File: src/rtl/srpc_pkg.sv
`timescale 1ns / 1ps
`default_nettype none

package srpc_pkg;

  localparam int unsigned WORD_W = 16;
  localparam int unsigned FMT_W  = 2;

  // Target pixel formats
  localparam logic [FMT_W-1:0] FMT_RGB565 = 2'd0;
  localparam logic [FMT_W-1:0] FMT_RGB555 = 2'd1;
  localparam logic [FMT_W-1:0] FMT_BGR565 = 2'd2;

  // Position in the sprite stream
  typedef enum logic [7:0] {
    PH_HDR0  = 8'b0000_0001,
    PH_HDR1  = 8'b0000_0010,
    PH_HDR2  = 8'b0000_0100,
    PH_HDR3  = 8'b0000_1000,
    PH_COUNT = 8'b0001_0000,
    PH_SIZE  = 8'b0010_0000,
    PH_PIXEL = 8'b0100_0000,
    PH_LEAD  = 8'b1000_0000
  } phase_t;

  function automatic logic [WORD_W-1:0] convert_pixel(
    input logic [WORD_W-1:0] c,
    input logic [FMT_W-1:0]  fmt
  );
    logic [WORD_W-1:0] res;
    case (fmt)
      FMT_RGB565: res = c;
      FMT_RGB555: res = {1'b0, c[15:11], c[10:6], c[4:0]};
      // BGR565 and the unused code: swap red and blue
      default:    res = {c[4:0], c[10:5], c[15:11]};
    endcase
    return res;
  endfunction

endpackage

`default_nettype wire

File: src/rtl/sprite_run_pixel_converter.sv
`timescale 1ns / 1ps
`default_nettype none

// Channel | Direction | tdata                | tuser       | tlast
// in_     | slave     | [15:0] data_word     | -           | -
// out_    | master    | [15:0] out_word      | [0] is_pixel | last word of sprite
// cfg_    | write     | [1:0] pixel_format   | -           | -
//
// One word per clock: the parser state and the output register update in the
// cycle a word is accepted, and the result appears on the next cycle.
// in_tready is high whenever the output register is empty or being drained.
// Synchronous active-low reset returns the parser to header word zero,
// clears all counters and selects RGB565 passthrough.
// A stall on out_ holds the result word and stops input acceptance.

module sprite_run_pixel_converter (
  input  wire logic        clk,
  input  wire logic        rst_n,
  input  wire logic        in_tvalid,
  output logic             in_tready,
  input  wire logic [15:0] in_tdata,   // [15:0] data_word
  output logic             out_tvalid,
  input  wire logic        out_tready,
  output logic [15:0]      out_tdata,  // [15:0] out_word
  output logic             out_tuser,  // [0] is_pixel
  output logic             out_tlast,  // last
  input  wire logic        cfg_we,
  input  wire logic [1:0]  cfg_wdata   // [1:0] pixel_format
);

  srpc_pkg::phase_t                   phase_r, phase_nxt;
  logic [srpc_pkg::WORD_W-1:0]        rows_r, rows_nxt;
  logic [srpc_pkg::WORD_W-1:0]        runs_r, runs_nxt;
  logic [srpc_pkg::WORD_W-1:0]        pix_r, pix_nxt;
  logic [srpc_pkg::FMT_W-1:0]         fmt_r;
  logic                               out_valid_r;
  logic [srpc_pkg::WORD_W-1:0]        out_word_r, out_word_nxt;
  logic                               out_pix_r, out_pix_nxt;
  logic                               out_last_r, out_last_nxt;
  logic                               in_acc;

  assign in_tready  = !out_valid_r || out_tready;
  assign in_acc     = in_tvalid && in_tready;
  assign out_tvalid = out_valid_r;
  assign out_tdata  = out_word_r;
  assign out_tuser  = out_pix_r;
  assign out_tlast  = out_last_r;

  always_comb begin
    phase_nxt    = phase_r;
    rows_nxt     = rows_r;
    runs_nxt     = runs_r;
    pix_nxt      = pix_r;
    out_word_nxt = in_tdata;
    out_pix_nxt  = 1'b0;
    out_last_nxt = 1'b0;
    unique case (phase_r) inside
      srpc_pkg::PH_HDR0: phase_nxt = srpc_pkg::PH_HDR1;
      srpc_pkg::PH_HDR1: begin
        rows_nxt  = in_tdata;
        phase_nxt = srpc_pkg::PH_HDR2;
      end
      srpc_pkg::PH_HDR2: phase_nxt = srpc_pkg::PH_HDR3;
      srpc_pkg::PH_HDR3: begin
        if (rows_r == '0) begin
          out_last_nxt = 1'b1;
          phase_nxt    = srpc_pkg::PH_HDR0;
        end else begin
          phase_nxt = srpc_pkg::PH_COUNT;
        end
      end
      srpc_pkg::PH_COUNT: begin
        runs_nxt = in_tdata;
        if (in_tdata == '0) begin
          out_last_nxt = 1'b1;
          phase_nxt    = srpc_pkg::PH_HDR0;
        end else begin
          phase_nxt = srpc_pkg::PH_SIZE;
        end
      end
      srpc_pkg::PH_SIZE, srpc_pkg::PH_PIXEL: begin
        if (phase_r == srpc_pkg::PH_SIZE) begin
          pix_nxt = in_tdata;
        end else begin
          pix_nxt      = pix_r - 16'd1;
          out_pix_nxt  = 1'b1;
          out_word_nxt = srpc_pkg::convert_pixel(in_tdata, fmt_r);
        end
        if (pix_nxt != '0) begin
          phase_nxt = srpc_pkg::PH_PIXEL;
        end else begin
          // close the run, then the row
          runs_nxt = runs_r - 16'd1;
          if (runs_nxt != '0) begin
            phase_nxt = srpc_pkg::PH_LEAD;
          end else begin
            rows_nxt = rows_r - 16'd1;
            if (rows_nxt == '0) begin
              out_last_nxt = 1'b1;
              phase_nxt    = srpc_pkg::PH_HDR0;
            end else begin
              phase_nxt = srpc_pkg::PH_COUNT;
            end
          end
        end
      end
      srpc_pkg::PH_LEAD: phase_nxt = srpc_pkg::PH_SIZE;
      default: phase_nxt = srpc_pkg::PH_HDR0;
    endcase
  end

  always_ff @(posedge clk) begin
    if (!rst_n) begin
      phase_r     <= srpc_pkg::PH_HDR0;
      rows_r      <= '0;
      runs_r      <= '0;
      pix_r       <= '0;
      fmt_r       <= srpc_pkg::FMT_RGB565;
      out_valid_r <= 1'b0;
    end else begin
      if (cfg_we) begin
        fmt_r <= cfg_wdata;
      end
      if (in_acc) begin
        phase_r     <= phase_nxt;
        rows_r      <= rows_nxt;
        runs_r      <= runs_nxt;
        pix_r       <= pix_nxt;
        out_valid_r <= 1'b1;
      end else if (out_tready) begin
        out_valid_r <= 1'b0;
      end
    end
  end

  always_ff @(posedge clk) begin
    if (in_acc) begin
      out_word_r <= out_word_nxt;
      out_pix_r  <= out_pix_nxt;
      out_last_r <= out_last_nxt;
    end
  end

`ifndef SYNTH
  a_pixel_flag: assert property (@(posedge clk) disable iff (!rst_n)
    in_acc && phase_r == srpc_pkg::PH_PIXEL |=> out_tvalid && out_tuser)
    else $error("pixel word not flagged");

  a_last_restart: assert property (@(posedge clk) disable iff (!rst_n)
    in_acc && out_last_nxt |=> phase_r == srpc_pkg::PH_HDR0)
    else $error("parser did not restart after last word");

  a_passthrough: assert property (@(posedge clk) disable iff (!rst_n)
    in_acc && fmt_r == srpc_pkg::FMT_RGB565 |=> out_tdata == $past(in_tdata))
    else $error("passthrough word altered");

  a_ready_empty: assert property (@(posedge clk) disable iff (!rst_n)
    !out_valid_r |-> in_tready)
    else $error("input stalled with empty output");
`endif

endmodule

`default_nettype wire
File: config.mk
export PLATFORM = sky130hd
export DESIGN_NAME = sprite_run_pixel_converter
export DESIGN_NICKNAME = d
export VERILOG_FILES = /design/src/rtl/srpc_pkg.sv /design/src/rtl/sprite_run_pixel_converter.sv
export SDC_FILE = /design/constraint.sdc
export NUM_CORES = 1
export LEC_CHECK = 0
export BUFFER_PORTS_ARGS = -buffer_cell sky130_fd_sc_hd__buf_2
export CAP_MARGIN = 20
export CORE_ASPECT_RATIO = 1.4
export CORE_MARGIN = 2
export CORE_UTILIZATION = 40
export CTS_BUF_LIST = sky130_fd_sc_hd__clkbuf_4
export DETAILED_ROUTE_END_ITERATION = 16
export PLACE_DENSITY = 0.67
export RECOVER_POWER = 100
export SLEW_MARGIN = 25
export SYNTH_ARGS = -nofsm -noshare
export SYNTH_HDL_FRONTEND = slang
export SYNTH_SLANG_ARGS = --single-unit
File: constraint.sdc
create_clock -name clk -period 4.05 [get_ports clk]
set_clock_uncertainty 0.15 [all_clocks]
set_input_delay 0.2025 -clock clk [delete_from_list [all_inputs] [get_ports clk]]
set_output_delay 0.2025 -clock clk [all_outputs]
set_load 0.05 [all_outputs]
==> out/metrics.cfg <==
[outcome]
status = finished with violations
violations = capacitance limit, slew limit

[logic_synthesis]
netlist_instances = 636
synth_flop_cell = dfxtp_1
synth_cell_types = 76
synth-edff-count = 18
synth.net_count = 664
yosys_warnings = 0
synth_seq_cells = 77
netlist_area_sq_um = 4950
ys_seq_area_frac = 0.348
async_reset_ff_frac = 0
syn_avg_cell_area_sq_um = 7.78

[clock_tree]
clkSlewWorstSetupHoldPaths_ps = 140
cts_resized = 0
clk_latency_ps = 460
cts.sinks = 77
cts_tree = done
h-tree-depth = 3
cts_made_buffers = 9
cts-root-buf = clkbuf_4
clock_path_buffers = 2

[global_routing]
grt_util_met1 = 0.234
grt_pass1_wl_mm = 22.6
grt_max_degree = 55
top_usage_layer = met2
antenna_found_initial = 1
grt_pass1_vias = 4648
grt.overflow.total = 0
grt.total_usage = 0.209
grtUsageMet3 = 0.0304
use_met2 = 0.383

[drt]
drt_iter0_markers = 450
antenna_left = 0
first_pass_iters = 5
vias = 4964
routed_wl_mm = 14.1
vias_per_cell = 6.08
avgRoutedWirePerCell_microns = 17.2
route.detailed.drc = 0

[critical_path]
slowest_stage = or4_1
worstPathCellList = or4_1, or2_1, a31oi_1, a21oi_1, and3_2, a41oi_2, buf_4, a211o_1, a21oi_1
cp-start-kind = register
critical_path_arrival_ps = 3800
cpPeakStageDelay_ps = 640
critPathKind = register to register
crit_top_cell = a21oi_1
crit_required_ps = 4170
critPathCaptureType = register
cp_max_fo = 23

[timing]
setup_viol = 0
worstMarginPinSlew_ps = 2080
finalCriticalPeriod_ps = 3680
rsz0062_at_grt = false
timing.final.hold_violations = 0
max_freq_mhz = 271
hold_ws_ps = 21.8
setup_tns_ps = 0
min_period_over_period = 0.910
relSlewSlack = -0.394
drv_slew = 55

[layout]
fin_nets = 689
drive_above_1_share = 0.102
fin_util = 0.442
synthToLayoutAreaGrowth_pct = 8.85
layout_common_cells = nand2_1 (85), a21oi_1 (61), dfxtp_1 (59)
mostFrequentLayoutCell = nand2_1

[floorplanning]
die_x_microns = 98.0
coreArea_sq_um = 12200
chipHeight_microns = 136
io_pins = 43
die_area_sq_um = 13300
placementRows = 48
start_util = 0.406

[placement]
port_buffers = 42
place.detailed.hpwl_mm = 9.83
place.gp.congestion = 0.841

[power]
powerDensity_nw_per_um2 = 267
cellLeakagePower_uw = 0.00194
vdd_drop_max_mv = 0.0998

[min_path]
hp-class = primary input to register

[job]
max-cap-violations = 1

[per-layer routing]
metal,up-vias,routed length [microns]
li1,2395,-
met3,29,677
met5,-,0
met4,0,437
met1,2376,5650
met2,164,7310
[critical path, delay by kind of cell (launching register included)]
| kind | cells | cell delay, ps |
|---|---|---|
| buffers and inverters | 1 | 330 |
| and+or+nand+nor | 3 | 1440 |
| AOI/OAI and AO/OA | 5 | 1170 |
| DFF | 1 | 410 |
[cell usage after synthesis (3+ instances only)]
master	count	area share
nor2_1	55	0.042
o41ai_1	4	0.0071
buf_1	3	0.0023
a211oi_1	8	0.012
or4_4	3	0.0068
xnor2_1	5	0.0088
o21ai_1	8	0.0081
ha_1	5	0.013
mux2i_1	10	0.020
a22oi_1	5	0.0076
edfxtp_1	18	0.11
nor2b_1	5	0.0063
or3_1	10	0.013
nand2_1	85	0.064
nor3b_1	4	0.0061
dfxtp_1	59	0.24
a31oi_1	10	0.013
nand2b_1	7	0.0088
or4_1	5	0.0076
o32ai_1	4	0.0071
nand3_1	25	0.025
inv_1	15	0.011
and2_1	5	0.0063
clkbuf_1	34	0.026
mux2_2	6	0.014
nand3b_1	7	0.011
nand4_1	6	0.0076
o21ai_0	32	0.032
nor3_1	27	0.027
o211ai_1	10	0.015
xor2_1	9	0.016
o22ai_1	4	0.0051
nor4_1	15	0.019
o31ai_1	9	0.014
buf_2	10	0.010
a21oi_1	61	0.062
[power breakdown]
| group | total (uW) | switching, uW | internal [uW] |
|---|---|---|---|
| registers | 817 | 12.7 | 804 |
| logic | 191 | 137 | 54.0 |
| clock network | 433 | 305 | 128 |
| total | 1440 | 454 | 986 |
[logic make-up (layout without fill, tap and decap cells)]
kind of cell / Yosys count / count (layout) / synth area share
adder cells (fa/ha/maj): 5 / 5 / 0.0126
flip-flops: 77 / 77 / 0.348
multiplexers: 16 / 16 / 0.0339
other: 0 / 1 / 0
AO/OA/AOI/OAI: 182 / 182 / 0.242
AND/OR/NAND/NOR: 275 / 275 / 0.281
buffers and inverters: 67 / 97 / 0.0571
XOR/XNOR: 14 / 14 / 0.0248
[cell type report]
| class | instances | area, sq um |
|---|---|---|
| timing repair buffer | 64 | 377 |
| tap | 150 | 188 |
| sequential | 77 | 1720 |
| fill | 1236 | 6810 |
| clock buffer | 9 | 67.6 |
| multi-input combinational | 492 | 2920 |
| antenna | 1 | 2.50 |
| inverter | 17 | 65.1 |
| clock inverter | 7 | 50.0 |
[through the flow]
stage | setup slack (ps) | area (sq um) | instances | power, uW
6_report | 365 | 5390 | 817 | 1440
2_1_floorplan | 1080 | 4950 | 636 | 954
4_1_cts | 547 | 5440 | 816 | 1450
3_3_place_gp | 655 | 5200 | 788 | 1010
3_5_place_dp | 565 | 5200 | 788 | 1020
5_1_grt | 106 | 5390 | 817 | 1500
[sequential cells by signal (all words and copies together), names as in the netlist]
name,flops
phase_r,8
fmt_r,2
out_tlast,1
out_tdata,16
out_tvalid,1
out_tuser,1
runs_r,16
pix_r,16
rows_r,16
[worst paths after layout]
path                 from          to  slack (ps)  cells after the start
min          in_tdata[15]  rows_r[15]          20                      3
max            phase_r[7]   rows_r[1]         370                      9
max reg2reg    phase_r[7]   rows_r[1]         370                      9
min reg2reg     rows_r[6]   rows_r[6]         340                      2
[what timing repair did]
item                      4_1_cts  5_1_grt
buffers inserted                0        0
hold endpoints to repair        9        0
hold buffers                   12        0
(Power assumes the default switching activity.)
